**config.mk**
```make
export PLATFORM = sky130hd
export DESIGN_NAME = kmer_code_wildcard_expand_flat
export DESIGN_NICKNAME = d
export VERILOG_FILES = /design/src/sv/kce_pkg.sv /design/src/sv/kce_in_if.sv /design/src/sv/kce_out_if.sv /design/src/sv/kce_ctrl.sv /design/src/sv/kce_datapath.sv /design/src/sv/kmer_code_wildcard_expand.sv /design/src/flat_wrapper.sv
export SDC_FILE = /design/constraint.sdc
export NUM_CORES = 1
export LEC_CHECK = 0
export ABC_AREA = 1
export BUFFER_PORTS_ARGS = -buffer_cell sky130_fd_sc_hd__buf_2
export CAP_MARGIN = 20
export CELL_PAD_IN_SITES_DETAIL_PLACEMENT = 1
export CELL_PAD_IN_SITES_GLOBAL_PLACEMENT = 1
export CORE_MARGIN = 10
export CORE_UTILIZATION = 49
export CTS_CLUSTER_DIAMETER = 100
export DETAILED_ROUTE_END_ITERATION = 10
export PLACE_DENSITY = 0.91
export RECOVER_POWER = 50
export REMOVE_ABC_BUFFERS = 1
export SETUP_SLACK_MARGIN = 0.4
export SLEW_MARGIN = 20
export SYNTH_ARGS = -nofsm -noshare
export SYNTH_HDL_FRONTEND = slang
export SYNTH_SLANG_ARGS = --single-unit
export TNS_END_PERCENT = 30
```
**constraint.sdc**
```tcl
create_clock -name clk_i -period 9 [get_ports clk_i]
set_input_delay 0 -clock clk_i [delete_from_list [all_inputs] [get_ports clk_i]]
set_output_delay 0 -clock clk_i [all_outputs]
set_load 0.05 [all_outputs]
```
**src/sv/kce_pkg.sv**
```systemverilog
// ============================================================================
// kce_pkg
// Shared types, constants and the base encoder of the k-mer code expander.
// ============================================================================
package kce_pkg;

  // Default configuration and field widths.
  localparam int KMER_LEN_DEF  = 12;
  localparam int MAX_WILD_DEF  = 2;
  localparam int CODE_W        = 24;
  localparam int POS_W         = 32;
  localparam int CHAR_W        = 8;

  // ASCII codes of the recognized base letters.
  localparam logic [CHAR_W-1:0] CHR_UC_C = 8'h43;
  localparam logic [CHAR_W-1:0] CHR_LC_C = 8'h63;
  localparam logic [CHAR_W-1:0] CHR_UC_G = 8'h47;
  localparam logic [CHAR_W-1:0] CHR_LC_G = 8'h67;
  localparam logic [CHAR_W-1:0] CHR_UC_T = 8'h54;
  localparam logic [CHAR_W-1:0] CHR_LC_T = 8'h74;
  localparam logic [CHAR_W-1:0] CHR_UC_N = 8'h4E;
  localparam logic [CHAR_W-1:0] CHR_LC_N = 8'h6E;

  // 2-bit base codes.
  localparam logic [1:0] BASE_A = 2'd0;
  localparam logic [1:0] BASE_C = 2'd1;
  localparam logic [1:0] BASE_G = 2'd2;
  localparam logic [1:0] BASE_T = 2'd3;

  // Controller states.
  typedef enum logic {
    ST_IDLE,
    ST_EMIT
  } kce_state_e;

  // One encoded base: wildcard flag plus its 2-bit code.
  typedef struct packed {
    logic       wild;
    logic [1:0] code;
  } kce_base_t;

  // Commands from the controller to the datapath.
  typedef struct packed {
    logic accept;  // input transaction this cycle
    logic load;    // load the first variant of a new window
    logic step;    // advance to the next variant
  } kce_cmd_t;

  // Status from the datapath to the controller.
  typedef struct packed {
    logic emit_ok; // the offered base completes a window that emits
    logic last;    // the variant on the output is the final one
  } kce_stat_t;

  // Map an ASCII character to its base code; unknown letters count as A.
  function automatic kce_base_t encode_base(input logic [CHAR_W-1:0] ch);
    kce_base_t b;
    b = '0;
    unique case (ch) inside
      CHR_UC_C, CHR_LC_C: b.code = BASE_C;
      CHR_UC_G, CHR_LC_G: b.code = BASE_G;
      CHR_UC_T, CHR_LC_T: b.code = BASE_T;
      CHR_UC_N, CHR_LC_N: b.wild = 1'b1;
      default:            b.code = BASE_A;
    endcase
    return b;
  endfunction

endpackage

```
**src/sv/kce_in_if.sv**
```systemverilog
// ============================================================================
// kce_in_if
// Input channel: one base character or a sequence boundary per transaction.
// ============================================================================
interface kce_in_if;
  logic                        valid;
  logic                        ready;
  logic                        kind;
  logic [kce_pkg::CHAR_W-1:0]  base_char;

  modport source (output valid, output kind, output base_char, input ready);
  modport sink   (input valid, input kind, input base_char, output ready);
endinterface

```
**src/sv/kce_out_if.sv**
```systemverilog
// ============================================================================
// kce_out_if
// Output channel: one k-mer code variant per transaction.
// ============================================================================
interface kce_out_if;
  logic                        valid;
  logic                        ready;
  logic [kce_pkg::CODE_W-1:0]  kmer_code;
  logic [kce_pkg::POS_W-1:0]   start_position;
  logic                        last_variant;

  modport source (output valid, output kmer_code, output start_position,
                  output last_variant, input ready);
  modport sink   (input valid, input kmer_code, input start_position,
                  input last_variant, output ready);
endinterface

```
**src/sv/kce_ctrl.sv**
```systemverilog
// ============================================================================
// kce_ctrl
// Controller: accepts input transactions and paces the variant output.
// ============================================================================
module kce_ctrl (
  input  logic                clk_i,
  input  logic                rst_ni,
  input  logic                in_valid_i,
  input  logic                out_ready_i,
  input  kce_pkg::kce_stat_t  stat_i,
  output logic                in_ready_o,
  output logic                out_valid_o,
  output kce_pkg::kce_cmd_t   cmd_o
);

  kce_pkg::kce_state_e state_q, state_d;

  // State register.
  always_ff @(posedge clk_i or negedge rst_ni) begin
    if (!rst_ni) begin
      state_q <= kce_pkg::ST_IDLE;
    end else begin
      state_q <= state_d;
    end
  end

  // Next state: a window that emits holds us in EMIT until its last variant goes.
  always_comb begin
    state_d = state_q;
    unique case (state_q)
      kce_pkg::ST_IDLE: begin
        if (in_valid_i && stat_i.emit_ok) begin
          state_d = kce_pkg::ST_EMIT;
        end
      end
      kce_pkg::ST_EMIT: begin
        if (out_ready_i && stat_i.last) begin
          state_d = (in_valid_i && stat_i.emit_ok) ? kce_pkg::ST_EMIT
                                                    : kce_pkg::ST_IDLE;
        end
      end
      default: state_d = kce_pkg::ST_IDLE;
    endcase
  end

  // Outputs: the next item may enter as the final variant is taken.
  always_comb begin
    in_ready_o  = 1'b0;
    out_valid_o = 1'b0;
    unique case (state_q)
      kce_pkg::ST_IDLE: begin
        in_ready_o = 1'b1;
      end
      kce_pkg::ST_EMIT: begin
        out_valid_o = 1'b1;
        in_ready_o  = out_ready_i && stat_i.last;
      end
      default: begin
        in_ready_o  = 1'b0;
        out_valid_o = 1'b0;
      end
    endcase
    cmd_o.accept = in_valid_i && in_ready_o;
    cmd_o.load   = cmd_o.accept && stat_i.emit_ok;
    cmd_o.step   = out_valid_o && out_ready_i && !stat_i.last;
  end

endmodule

```
**src/sv/kce_datapath.sv**
```systemverilog
// ============================================================================
// kce_datapath
// Base window shift line, wildcard bookkeeping and variant code generation.
// ============================================================================
module kce_datapath #(
  parameter int KMER_LEN      = kce_pkg::KMER_LEN_DEF,
  parameter int MAX_WILDCARDS = kce_pkg::MAX_WILD_DEF
) (
  input  logic                        clk_i,
  input  logic                        rst_ni,
  input  kce_pkg::kce_cmd_t           cmd_i,
  output kce_pkg::kce_stat_t          stat_o,
  input  logic                        in_kind_i,
  input  logic [kce_pkg::CHAR_W-1:0]  in_char_i,
  output logic [kce_pkg::CODE_W-1:0]  kmer_code_o,
  output logic [kce_pkg::POS_W-1:0]   start_position_o,
  output logic                        last_variant_o
);

  localparam int BW    = 2 * KMER_LEN;
  localparam int PW    = (KMER_LEN > 1) ? $clog2(KMER_LEN) : 1;
  localparam int FW    = $clog2(KMER_LEN + 1);
  localparam int WW    = (FW > 2) ? FW : 2;
  localparam int MW    = MAX_WILDCARDS;
  localparam int LW    = (MW > 0) ? MW : 1;
  localparam int VIW   = (MW > 0) ? 2 * MW : 1;
  localparam int CodeW = kce_pkg::CODE_W;
  localparam int PosW  = kce_pkg::POS_W;

  localparam logic [FW-1:0]   FILL_FULL = FW'(KMER_LEN);
  localparam logic [WW-1:0]   WILD_MAX  = WW'(MW);
  localparam logic [PW-1:0]   POS_LAST  = PW'(KMER_LEN - 1);
  localparam logic [PosW-1:0] POS_BACK  = PosW'(KMER_LEN - 1);

  // Window state: base codes (wildcards as zero) and wildcard flags, oldest lowest.
  logic [BW-1:0]       base_q;
  logic [KMER_LEN-1:0] wild_q;
  logic [FW-1:0]       fill_q;
  logic [WW-1:0]       wcnt_q;
  logic [PosW-1:0]     cnt_q;
  // Positions of the most recent wildcards, oldest at index 0.
  logic [PW-1:0]       lpos_q [LW];

  // Output registers and variant index.
  logic [VIW-1:0]      vi_q;
  logic [CodeW-1:0]    code_q;
  logic [PosW-1:0]     start_q;
  logic                last_q;

  kce_pkg::kce_base_t  enc;
  logic                full;
  logic                leave;
  logic                rm;
  logic [BW-1:0]       base_nx;
  logic [KMER_LEN-1:0] wild_nx;
  logic [FW-1:0]       fill_nx;
  logic [WW-1:0]       wcnt_nx;
  logic [WW-1:0]       lcnt_min;
  logic [WW-1:0]       lcnt_a;
  logic [PW-1:0]       list_a [LW];
  logic [PW-1:0]       list_b [LW];
  logic [VIW-1:0]      vi_nx;
  logic [BW-1:0]       var_code;
  logic                var_last;

  // Window update for an incoming base: shift in at the top, drop the oldest.
  always_comb begin
    enc      = kce_pkg::encode_base(in_char_i);
    full     = (fill_q == FILL_FULL);
    leave    = full && wild_q[0];
    base_nx  = (base_q >> 2) | (BW'(enc.wild ? 2'b00 : enc.code) << (BW - 2));
    wild_nx  = (wild_q >> 1) | (KMER_LEN'(enc.wild) << (KMER_LEN - 1));
    fill_nx  = full ? FILL_FULL : fill_q + FW'(1);
    wcnt_nx  = wcnt_q - WW'(leave) + WW'(enc.wild);
    stat_o.emit_ok = !in_kind_i && (fill_nx == FILL_FULL) && (wcnt_nx <= WILD_MAX);
    stat_o.last    = last_q;
  end

  // Wildcard list: every position moves down by one; the departing
  // wildcard is removed only when the list holds every wildcard.
  always_comb begin
    lcnt_min = (wcnt_q > WILD_MAX) ? WILD_MAX : wcnt_q;
    rm       = leave && (wcnt_q <= WILD_MAX);
    lcnt_a   = rm ? lcnt_min - WW'(1) : lcnt_min;
    for (int i = 0; i < LW; i++) begin
      list_a[i] = lpos_q[i] - PW'(1);
    end
    for (int i = 0; i < MW - 1; i++) begin
      if (rm) begin
        list_a[i] = lpos_q[i + 1] - PW'(1);
      end
    end
    list_b = list_a;
    if (enc.wild) begin
      if (lcnt_a == WILD_MAX) begin
        for (int i = 0; i < MW - 1; i++) begin
          list_b[i] = list_a[i + 1];
        end
        if (MW > 0) begin
          list_b[LW - 1] = POS_LAST;
        end
      end else begin
        for (int i = 0; i < MW; i++) begin
          if (lcnt_a == WW'(i)) begin
            list_b[i] = POS_LAST;
          end
        end
      end
    end
  end

  // Next variant: digit m of the index fills the m-th wildcard position.
  always_comb begin
    vi_nx    = vi_q + VIW'(1);
    var_code = base_q;
    var_last = 1'b1;
    for (int m = 0; m < MW; m++) begin
      if (wcnt_q > WW'(m)) begin
        var_code = var_code | (BW'(vi_nx[2*m +: 2]) << {lpos_q[m], 1'b0});
        if (vi_nx[2*m +: 2] != 2'b11) begin
          var_last = 1'b0;
        end
      end
    end
  end

  // Control state: fill level, wildcard count and global base counter.
  always_ff @(posedge clk_i or negedge rst_ni) begin
    if (!rst_ni) begin
      fill_q <= '0;
      wcnt_q <= '0;
      cnt_q  <= '0;
    end else if (cmd_i.accept) begin
      if (in_kind_i) begin
        fill_q <= '0;
        wcnt_q <= '0;
      end else begin
        fill_q <= fill_nx;
        wcnt_q <= wcnt_nx;
        cnt_q  <= cnt_q + PosW'(1);
      end
    end
  end

  // Window contents and output registers.
  always_ff @(posedge clk_i) begin
    if (cmd_i.accept && !in_kind_i) begin
      base_q <= base_nx;
      wild_q <= wild_nx;
      lpos_q <= list_b;
    end
    if (cmd_i.load) begin
      vi_q    <= '0;
      code_q  <= CodeW'(base_nx);
      start_q <= cnt_q - POS_BACK;
      last_q  <= (wcnt_nx == '0);
    end else if (cmd_i.step) begin
      vi_q    <= vi_nx;
      code_q  <= CodeW'(var_code);
      last_q  <= var_last;
    end
  end

  assign kmer_code_o      = code_q;
  assign start_position_o = start_q;
  assign last_variant_o   = last_q;

endmodule

```
**src/sv/kmer_code_wildcard_expand.sv**
```systemverilog
// ============================================================================
// kmer_code_wildcard_expand
// Streams genome bases into a k-mer window and emits 2-bit k-mer codes,
// expanding N wildcards into all of their variants.
// ============================================================================
//
//  Channel  Dir  Payload                                      Accepted when
//  in_i     in   kind, base_char                              valid && ready
//  out_o    out  kmer_code, start_position, last_variant      valid && ready
//
//  A base or boundary that completes no emitting window is taken and produces no output.
//  A window with n wildcards (n <= MAX_WILDCARDS) emits 4^n variants, one per
//  output transaction; the variant counter steps through them.
//  The next item enters in the same cycle as the final variant is taken.
//  Output stalls hold the current variant and block the input.
//  Reset clears the fill level, wildcard count and base counter; no clearing pass.
//
module kmer_code_wildcard_expand #(
  parameter int KMER_LEN      = kce_pkg::KMER_LEN_DEF,
  parameter int MAX_WILDCARDS = kce_pkg::MAX_WILD_DEF
) (
  input  logic      clk_i,
  input  logic      rst_ni,
  kce_in_if.sink    in_i,
  kce_out_if.source out_o
);

  kce_pkg::kce_cmd_t  cmd;
  kce_pkg::kce_stat_t stat;

  // Sequencer for transactions on both channels.
  kce_ctrl u_ctrl (
    .clk_i       (clk_i),
    .rst_ni      (rst_ni),
    .in_valid_i  (in_i.valid),
    .out_ready_i (out_o.ready),
    .stat_i      (stat),
    .in_ready_o  (in_i.ready),
    .out_valid_o (out_o.valid),
    .cmd_o       (cmd)
  );

  // Window and variant datapath.
  kce_datapath #(
    .KMER_LEN      (KMER_LEN),
    .MAX_WILDCARDS (MAX_WILDCARDS)
  ) u_datapath (
    .clk_i            (clk_i),
    .rst_ni           (rst_ni),
    .cmd_i            (cmd),
    .stat_o           (stat),
    .in_kind_i        (in_i.kind),
    .in_char_i        (in_i.base_char),
    .kmer_code_o      (out_o.kmer_code),
    .start_position_o (out_o.start_position),
    .last_variant_o   (out_o.last_variant)
  );

endmodule

```
**src/flat_wrapper.sv**
```systemverilog
// flat-port wrapper written by rule: the top's interface ports become plain ports
module kmer_code_wildcard_expand_flat 
#(
  parameter int KMER_LEN      = kce_pkg::KMER_LEN_DEF,
  parameter int MAX_WILDCARDS = kce_pkg::MAX_WILD_DEF
)
  (clk_i, rst_ni, in_i_valid, in_i_kind, in_i_base_char, in_i_ready, out_o_valid, out_o_kmer_code, out_o_start_position, out_o_last_variant, out_o_ready);
  kce_in_if in_i_i ();
  kce_out_if out_o_i ();
  input  logic clk_i;
  input  logic rst_ni;
  input wire logic [$bits(in_i_i.valid)-1:0] in_i_valid;
  input wire logic [$bits(in_i_i.kind)-1:0] in_i_kind;
  input wire logic [$bits(in_i_i.base_char)-1:0] in_i_base_char;
  output wire logic [$bits(in_i_i.ready)-1:0] in_i_ready;
  output wire logic [$bits(out_o_i.valid)-1:0] out_o_valid;
  output wire logic [$bits(out_o_i.kmer_code)-1:0] out_o_kmer_code;
  output wire logic [$bits(out_o_i.start_position)-1:0] out_o_start_position;
  output wire logic [$bits(out_o_i.last_variant)-1:0] out_o_last_variant;
  input wire logic [$bits(out_o_i.ready)-1:0] out_o_ready;
  assign in_i_i.valid = in_i_valid;
  assign in_i_i.kind = in_i_kind;
  assign in_i_i.base_char = in_i_base_char;
  assign in_i_ready = in_i_i.ready;
  assign out_o_valid = out_o_i.valid;
  assign out_o_kmer_code = out_o_i.kmer_code;
  assign out_o_start_position = out_o_i.start_position;
  assign out_o_last_variant = out_o_i.last_variant;
  assign out_o_i.ready = out_o_ready;
  kmer_code_wildcard_expand #(.KMER_LEN(KMER_LEN), .MAX_WILDCARDS(MAX_WILDCARDS)) u_core (.clk_i(clk_i), .rst_ni(rst_ni), .in_i(in_i_i), .out_o(out_o_i));
endmodule
```
After elaboration in Yosys (flattened, before gate mapping)
Cells that the tools add are included.
{ "word_totals": {"ff_bits": 146, "input_bits": 13, "output_inout_bits": 59, "wordCells": 97} }
{ "classes": {"n_addsub": 9, "order_cmp": 5, "eq_ne": 14, "shift": 2, "n_mux": 28, "n_bitwise": 6, "n_reduce_logical": 21} }
{ "ops": {"columns": ["op", "count"], "rows": [
  ["$mux 24", 4],
  ["$eq 8x7->1 const B", 8],
  ["$or 24x24->24", 2],
  ["$shl 2x5->24", 2],
  ["$add 32x1->32 const B", 1],
  ["$mux 4", 8],
  ["$sub 32x4->32 const B", 1],
  ["$or 22x24->24", 1],
  ["$mux 8", 2],
  ["$or 11x12->12", 1],
  ["$sub 4x1->4 const B", 3],
  ["$logic_and 1x1->1", 11],
  ["$mux 1", 10],
  ["$add 4x1->4 const B", 2],
  ["$eq 4x4->1 const B", 2],
  ["$gt 4x1->1 const B", 2],
  ["$le 4x2->1 const B", 2],
  ["$logic_not 4->1", 2],
  ["$reduce_or 2->1", 4],
  ["$pmux 2 s3", 1],
  ["$add 4x1->4", 1],
  ["$eq 4x1->1 const B", 1],
  ["$eq 4x2->1 const B", 1],
  ["$gt 4x2->1 const B", 1],
  ["other kinds (8)", 12]
]} }

Logic depth before layout (Yosys ltp)
Gate-level depths: netlist of the first run.
{ "depth": {"word_depth": 10, "depth_mapped": 19, "depth_no_buf": 18} }

Cells and area by module
A second synthesis of the first run with hierarchy kept.
{ "unflattened": {"cells_unflattened": 833, "area_unflattened_um2": 7806.2} }
{ "by_module_without_submodules": {"columns": ["mod", "n_inst", "cells_each", "area_per_inst_um2", "seq_area_each_um2"], "rows": [
  ["kce_datapath", 1, 823, 7744.9, 4113.9],
  ["kce_ctrl", 1, 10, 61.3, 25.0]
]} }

Worst setup path after synthesis of the first run
Ideal clock, no wire load.
{ "synth_timing": {"path_kind": "reg-to-reg", "startpoint": "register u_core.u_datapath.fill_q[0]", "endpoint": "register u_core.u_datapath.code_q[0], in the netlist u_core.u_datapath.kmer_code_o[0], enable pin", "setup_time_ns": 0.382, "t_arrival_ns": 3.026, "t_required_ns": 8.618, "setup_slack_ns": 5.592, "path_stages_with_launch": 17, "n_path_buf": 1, "period_less_slack_ns": 3.408, "path_cell_list": "dfrtp_1 > inv_1 > ha_1 > nand3_2 > nor2_4 > ha_1 > inv_1 > ha_1 > fa_1 > nand2_1 > nand3_1 > nor2_1 > nand3_1 > nor2_2 > nand2_2 > buf_2 > nand2_1"} }
{ "synth_via": {"elab_chain_cells": 8, "word_cells_on_any_way": 12, "cone_classes": "add/sub (3); order compare (1); eq/ne (2); mux (1); reduce/logical (5)"} }
{ "synth_lines": {"columns": ["item", "line_no", "rtl"], "rows": [
  ["from (decl)", "kce_datapath.sv:38", "logic [FW-1:0] fill_q;"],
  ["from (signal assigned)", "kce_datapath.sv:138", "fill_q <= fill_nx;"],
  ["$eq 4x4->1", "kce_datapath.sv:69", "full = (fill_q == FILL_FULL);"],
  ["$logic_and 1x1->1", "kce_datapath.sv:70", "leave = full && wild_q[0];"],
  ["$sub 4x1->4", "kce_datapath.sv:74", "wcnt_nx = wcnt_q - WW'(leave) + WW'(enc.wild);"],
  ["$add 4x1->4", "kce_datapath.sv:74", null],
  ["$le 4x2->1", "kce_datapath.sv:75", "stat_o.emit_ok = !in_kind_i && (fill_nx == FILL_FULL) && (wcnt_nx <= WILD_MAX);"],
  ["$logic_and 1x1->1 (*)", "kce_datapath.sv:75", null],
  ["$logic_and 1x1->1 (*)", "kce_ctrl.sv:64", "cmd_o.load = cmd_o.accept && stat_i.emit_ok;"],
  ["$reduce_bool 2->1 (no source line) (*)", null, null],
  ["to (signal assigned)", "kce_datapath.sv:154", "code_q <= CodeW'(base_nx);"],
  ["to (signal assigned)", "kce_datapath.sv:159", "code_q <= CodeW'(var_code);"],
  ["to (decl)", "kce_datapath.sv:46", "logic [CodeW-1:0] code_q;"]
]} }
Mark *: on every way between the ends. The rest lies on a longest branch, timed or not.
A chain may end at the register's enable or synchronous reset.

Worst setup path in the final report of the first run
{ "layout_timing": {"startpoint": "register u_core.u_datapath.last_q, in the netlist u_core.u_datapath.last_variant_o", "endpoint": "register u_core.u_datapath.cnt_q[11]"} }
{ "layout_via": {"elab_chain_cells": 4} }
{ "layout_lines": {"columns": ["item", "line_no", "rtl"], "rows": [
  ["from (decl)", "kce_datapath.sv:48", "logic last_q;"],
  ["from (signal assigned)", "kce_datapath.sv:156", "last_q <= (wcnt_nx == '0);"],
  ["from (signal assigned)", "kce_datapath.sv:160", "last_q <= var_last;"],
  ["$logic_and 1x1->1", "kce_ctrl.sv:56", "in_ready_o = out_ready_i && stat_i.last;"],
  ["$pmux 1 s2", "kce_ctrl.sv:50", "unique case (state_q)"],
  ["$logic_and 1x1->1", "kce_ctrl.sv:63", "cmd_o.accept = in_valid_i && in_ready_o;"],
  ["$reduce_and 2->1 (no source line)", null, null],
  ["to (signal assigned)", "kce_datapath.sv:140", "cnt_q <= cnt_q + PosW'(1);"],
  ["to (decl)", "kce_datapath.sv:40", "logic [PosW-1:0] cnt_q;"]
]} }
No other way between the ends.

==> results of run 1 <==
-- Yosys cell counts (2+ instances only) --
master	instances
a21oi_1	8
a31oi_1	7
buf_2	11
clkbuf_1	5
clkbuf_2	2
clkinv_2	2
dfrtp_1	41
dfxtp_1	4
edfxtp_1	101
ha_1	14
inv_1	124
inv_2	6
nand2_1	250
nand2_2	12
nand3_1	69
nand3_2	2
nand3b_1	2
nand4_1	20
nor2_1	93
nor2_2	6
nor2_4	6
nor3_1	32
nor4_1	3
o21a_1	2
o21ai_0	26
o21ai_1	16
o22ai_1	6
xnor2_1	6
xor2_1	48
-- final cells by class --
class	count	area [um2]	share of cell area, %
Inverter	133	502	5.56
Timing Repair Buffer	76	325	3.60
Clock buffer	19	433	4.79
Multi-Input combinational cell	637	3220	35.7
Tap cell	216	270	2.99
Clock inverter	13	136	1.51
Sequential cell	146	4140	45.8
-- report_power, final --
group,switching (W),total (W),internal [W]
combinational,0.000137,0.000193,0.0000566
clock,0.000286,0.000693,0.000407
sequential,0.0000431,0.000803,0.000760
-- worst reg2reg max path: stages, from the launching register on --
cell and delay [ns]:
edfxtp_1 0.37, nand2_1 0.07, nand2_1 0.15, nand2_1 0.19, nor2_4 0.11, clkbuf_1 2.48
nand4_1 0.51, or2_1 0.50, o21ai_0 0.22, nand2_1 0.09
-- routing by layer --
layer	wire length (um)	vias to the layer above	part of all wire, %	global-route usage [%]
li1	-	3192	-	-
met4	681	0	2.9	7.98
met1	9530	3396	40	24.4
met2	12700	157	53	41.4
met5	0	-	0	0
met3	808	46	3.4	4.24
-- sequential cells by signal, summed over array words and instances, names as in the netlist --
register                            count
u_core.u_datapath.lpos_q                8
u_core.u_datapath.cnt_q                32
u_core.u_datapath.last_variant_o        1
u_core.u_datapath.base_q               24
u_core.u_datapath.start_position_o     32
u_core.u_datapath.vi_q                  4
u_core.u_datapath.kmer_code_o          24
u_core.u_datapath.fill_q                4
u_core.u_ctrl.state_q                   1
u_core.u_datapath.wild_q               12
u_core.u_datapath.wcnt_q                4
-- cells by family after synthesis --
| family | count (synthesis) | share of synthesized area (%) |
|---|---|---|
| DFF | 146 | 51.9 |
| buffers and inverters | 152 | 7.49 |
| xor gates and xnor gates | 54 | 5.93 |
| and+or+nand+nor | 502 | 27.8 |
| AOI/OAI and AO/OA | 66 | 4.44 |
| adders and majority gates | 15 | 2.45 |
-- through the flow --
| stage | std cells | hold WS (ns) | power (W) | cell area (um2) | utilization (%) |
|---|---|---|---|---|---|
| final | 1240 | 0.0458 | 0.00169 | 9030 | 56.8 |
| after global routing | 1240 | 0.116 | 0.00176 | 9030 | 56.8 |
| after CTS | 1240 | 0.0285 | 0.00170 | 9130 | 57.5 |
| after detailed placement | 1204 | 0.238 | 0.00100 | 8520 | 53.6 |
| after global placement | 1204 | 0.229 | 0.000990 | 8520 | 53.6 |
| after floorplan | 916 | -0.296 | 0.000938 | 7880 | - |
-- worst paths after layout --
path	from	to	slack, ns	depth (start not counted)
worst min-delay path	in_i_base_char[3]	u_core.u_datapath.base_q[22]	0.05	4
worst max register to register	u_core.u_datapath.last_variant_o	u_core.u_datapath.cnt_q[11]	4.19	9
worst min register to register	u_core.u_datapath.wild_q[1]	u_core.u_datapath.wild_q[0]	0.42	0
min in group asynchronous	rst_ni	u_core.u_datapath.cnt_q[30]	0.90	2
worst max-delay path	u_core.u_datapath.last_variant_o	u_core.u_datapath.cnt_q[11]	4.19	9
max in group asynchronous	rst_ni	u_core.u_datapath.fill_q[2]	6.62	2
-- cell usage in the layout (no fill, tap or decap), drive strengths merged --
cell	n
clkinvlp	5
clkinv	8
inv	131
a31oi	7
xnor2	6
nand3	71
ha	14
a21oi	8
nor2	105
xor2	48
edfxtp	101
o31ai	1
nand2	262
or2	2
nand3b	2
and2	1
bufinv	2
o21ai	42
buf	10
dfrtp	41
nor4	3
clkbuf	81
fa	1
dlygate4sd3	4
o21a	2
o22ai	6
nand4	20
and3	1
nor4b	1
nor3	34
dfxtp	4
==> results.ini, run 1 <==
[status]
status=finished, violations left
violations=capacitance limit, slew limit

[layout]
layout.nets=1039
antenna_cells=0
drive_gt1_share_pct=7.03
syn_to_final_growth_pct=13.3
fillers=1974

[yosys]
synthDistinctLibCells=40
yosysWarnings=0
async_reset_ff_share_pct=28.1
synth_ff_type=edfxtp_1
synth.avg_cell_area_um2=8.52
ys_seq_area_share_pct=51.9
synth_area_um2=7970
syn_inst=935
synth_area_leaders=edfxtp_1 38%, dfrtp_1 13%, nand2_1 12%, inv_1 5.8%, xor2_1 5.3%
ys_ff_latch=146
yosysTopAreaCell=edfxtp_1
netlist.area_leader.share_pct=38.1
synth_edf_count=101

[grt]
antenna_found_initial=0
grt_max_degree=64
grt_pass1_wl_mm=38.5
grt_pass1_vias=7358
grt.overflow.total=0
track_usage_pct=22.2

[sta]
timing.fmax_mhz=208
setup_violations=0
maxSlewHeadroom_pct=-134
setup_ws_ns=4.19
fin_worst_skew_ns=0.00996
fin_crit_sh_pct=53.4
setup_tns_ns=0
hold_viol_final=0
final.min_clock_period_ns=4.81
worst_pin_slew_ns=3.52
grt_setup_unrepaired=false
slew_viol_final=106

[place]
place_congestion=0.936
place_ws_ns=4.79
dp_hpwl_mm=17.0
portBuffers=70

[setup_path]
cp_slowest_cell=clkbuf_1
crit_fanout=63
crit_type=register to register
crit_top_cell=nand2_1
startpoint_type=register
crit_chain=nand2_1 > nand2_1 > nand2_1 > nor2_4 > clkbuf_1 > nand4_1 > or2_1 > o21ai_0 > nand2_1
cpPeakStageDelay_ns=2.48
required_ns=9.31
cp.arrival_ns=5.12
cp_top_family=buffers and inverters
path_buf_inv=1
critPathCaptureType=register

[power]
power_density_nw_per_um2=187
p_leak_nw=3.83
vdd_drop_max_mv=0.146

[clocking]
cts-root-buf=clkbuf_16
insertion_delay_ns=0.43
cts_made_buffers=17
cts_buffer_depth=2
cts_setup_buffers=0
ctsHoldBuffers=4
h-tree-depth=4
clkSlewWorstSetupHoldPaths_ns=0.06
cts_tree=yes
cts.sinks=146
ctsResizeCount=0

[route]
drc_errors=0
drt_first_pass_iters=4
wire_per_inst_um=19.1
drtIter0Drc=421
avgViaCountPerCell=5.48
drt_wl_total_mm=23.7
drtAntennaViolNets=0
vias=6791

[worst_hold_path]
min_path_type=input port to register

[flow_run]
drv_cap=2

[floorplanning]
start_util_pct=50.2
die_w_um=148
core_um2=15900
dieArea_um2=21800
ios=72
num_rows=46
dieHeight_um=148

(Power assumes the default switching activity.)
==> run 2: changes to the inputs <==
- CORE_UTILIZATION: 49 -> 46
- PLACE_DENSITY: 0.91 -> 0.87
- clock period: 9 -> 4.7 ns (I/O delays scaled with it)
==> run 2 against run 1 <==
Net effect: the flow still finishes with violations (capacitance limit, slew limit); via count down 2.2%; design area down 0.37%; clock skew up 0.0016 ns; hold slack worse by 0.0025 ns; sequential power up 91%; critical endpoint is now u_core.u_datapath.start_position_o[21]; largest cell class unchanged.
==> results.ini, run 2 (same netlist as run 1, synthesis figures left out) <==
[route]
vias=6640  ; -2.2%
drtAntennaViolNets=0  ; unchanged
drt_wl_total_mm=22.3  ; -5.7%
drc_errors=0  ; unchanged
avgViaCountPerCell=5.31  ; -3.1%
wire_per_inst_um=17.8  ; -6.5%
drt_first_pass_iters=5  ; +1
drtIter0Drc=406  ; -3.6%

[sta]
timing.fmax_mhz=260  ; +25%
slew_viol_final=105  ; -0.94%
maxSlewHeadroom_pct=-62.3  ; +72 points
final.min_clock_period_ns=3.85  ; -0.960 ns
setup_tns_ns=0  ; unchanged
grt_setup_unrepaired=false
setup_violations=0  ; unchanged
fin_worst_skew_ns=0.0116  ; +0.00162 ns
worst_pin_slew_ns=2.44  ; -1.08 ns
hold_viol_final=0  ; unchanged
fin_crit_sh_pct=81.9  ; +28 points

[clocking]
cts_made_buffers=17  ; unchanged
cts.sinks=146  ; unchanged
ctsResizeCount=0  ; unchanged
cts_tree=yes
ctsHoldBuffers=4  ; unchanged
clkSlewWorstSetupHoldPaths_ns=0.06  ; about the same
h-tree-depth=4  ; unchanged
insertion_delay_ns=0.43  ; about the same
cts-root-buf=clkbuf_16
cts_buffer_depth=2  ; unchanged
cts_setup_buffers=0  ; unchanged

[floorplanning]
ios=72  ; unchanged
dieHeight_um=152  ; +2.8%
dieArea_um2=23000  ; +5.6%
start_util_pct=46.6  ; -3.6 points
core_um2=17100  ; +7.8%
die_w_um=152  ; +2.8%
num_rows=48  ; +4.3%

[power]
vdd_drop_max_mv=0.232  ; +59%
power_density_nw_per_um2=347  ; +85%
p_leak_nw=3.83  ; about the same

[grt]
track_usage_pct=19.9  ; -2.3 points
antenna_found_initial=2  ; +2
grt_pass1_wl_mm=35.9  ; -6.8%
grt.overflow.total=0  ; unchanged
grt_max_degree=63  ; -1.6%
grt_pass1_vias=6947  ; -5.6%

[status]
violations=capacitance limit, slew limit
status=finished, violations left

[setup_path]
r2r-start=u_core.u_datapath.fill_q[0]
crit_fanout=27  ; -57%
startpoint_type=register
cp.arrival_ns=3.96  ; -1.16 ns
cp-startpoint=u_core.u_datapath.fill_q[0]
crit_end=u_core.u_datapath.start_position_o[21]
ff2ff_setup_slack_ns=0.85  ; -3.34 ns
ff2ff_path_depth=16  ; +7
rr_endpoint=u_core.u_datapath.start_position_o[21]
required_ns=4.81  ; -4.50 ns
critPathCaptureType=register
crit_type=register to register

[layout]
layout.nets=1041  ; +0.19%
final-instance-count-excl-fill=1251  ; +0.89%
antenna_cells=0  ; unchanged
mostFrequentLayoutCells=256 x nand2_1, 125 x inv_1, 101 x edfxtp_1, 94 x nor2_1, 69 x nand3_1
final_common_cell=nand2_1
drive_gt1_share_pct=7.02  ; -0.014 points
syn_to_final_growth_pct=12.9

[place]
place_congestion=0.912  ; -2.5%
portBuffers=70  ; unchanged
numPlacedInstances=1215  ; +0.91%
dp_hpwl_mm=16.5  ; -2.7%

[flow_run]
drv_cap=2  ; unchanged

[worst_hold_path]
min_path_type=input port to register

-- run 2: changes by cell type in the layout (fill, tap and decap cells not counted), moves of 2 or more --
cell	change
bufinv_16	-2
clkbuf_1	-2
buf_4	+2
nand2_2	-2
clkinv_2	+2
nand2_1	+2
-- run 2: cell type report --
type	count	area [um2]
clock buffer	18	429
clock inverter	14	91.3
fill	2117	8120
inverter	133	502
multi-input combinational	637	3210
sequential	146	4140
tap	225	282
timing repair buffer	78	342
-- run 2: worst max-delay path, stage by stage (launching register included) --
cell and delay, ns:
dfrtp_1 0.42, inv_1 0.12, ha_1 0.23, nand3_2 0.14, nor2_4 0.18, ha_1 0.26
inv_1 0.06, ha_1 0.18, fa_1 0.45, nand2_1 0.09, nand3_1 0.06, nor2_1 0.10
nand3_1 0.12, nor2_2 0.13, nand2_2 0.20, clkinv_2 0.40, buf_4 0.38
-- run 2: how the worst min path moves through the flow --
stage                                              to  startpoint  cells after the start  slack [ns]
after global routing            u_core.u_ctrl.state_q  in_i_valid                      5        0.09
final                           u_core.u_ctrl.state_q  in_i_valid                      5        0.04
after floorplan                 u_core.u_ctrl.state_q      rst_ni                      0       -0.30
after global placement    u_core.u_datapath.cnt_q[30]      rst_ni                      1        0.23
after detailed placement  u_core.u_datapath.cnt_q[30]      rst_ni                      1        0.23
after CTS                 u_core.u_datapath.wcnt_q[2]  in_i_valid                      4        0.01
-- run 2: power breakdown --
| group | switching (W) | total [W] | internal, W |
|---|---|---|---|
| clock | 0.000547 | 0.00122 | 0.000669 |
| combinational | 0.000260 | 0.000368 | 0.000108 |
| sequential | 0.0000803 | 0.00153 | 0.00145 |
| total | 0.000888 | 0.00312 | 0.00223 |
-- run 2: per-stage QoR --
stage / hold WS [ns] / util, % / area (um2) / power (W) / setup slack, ns
6_report: 0.0432 / 52.6 / 9000 / 0.00312 / 0.853
5_1_grt: 0.0856 / 52.6 / 9000 / 0.00326 / 0.560
4_1_cts: 0.0149 / 53.2 / 9100 / 0.00314 / 0.842
3_5_place_dp: 0.231 / 49.9 / 8540 / 0.00193 / 0.863
3_3_place_gp: 0.232 / 49.9 / 8540 / 0.00190 / 1.04
2_1_floorplan: -0.296 / - / 7880 / 0.00180 / 0.00935
-- run 2: layer usage --
layer / track usage, % / share of wire (%)
met3: 3.86 / 4.8
met5: 0 / 0.13
met2: 34.7 / 51
met1: 23.7 / 41
met4: 7.96 / 2.7
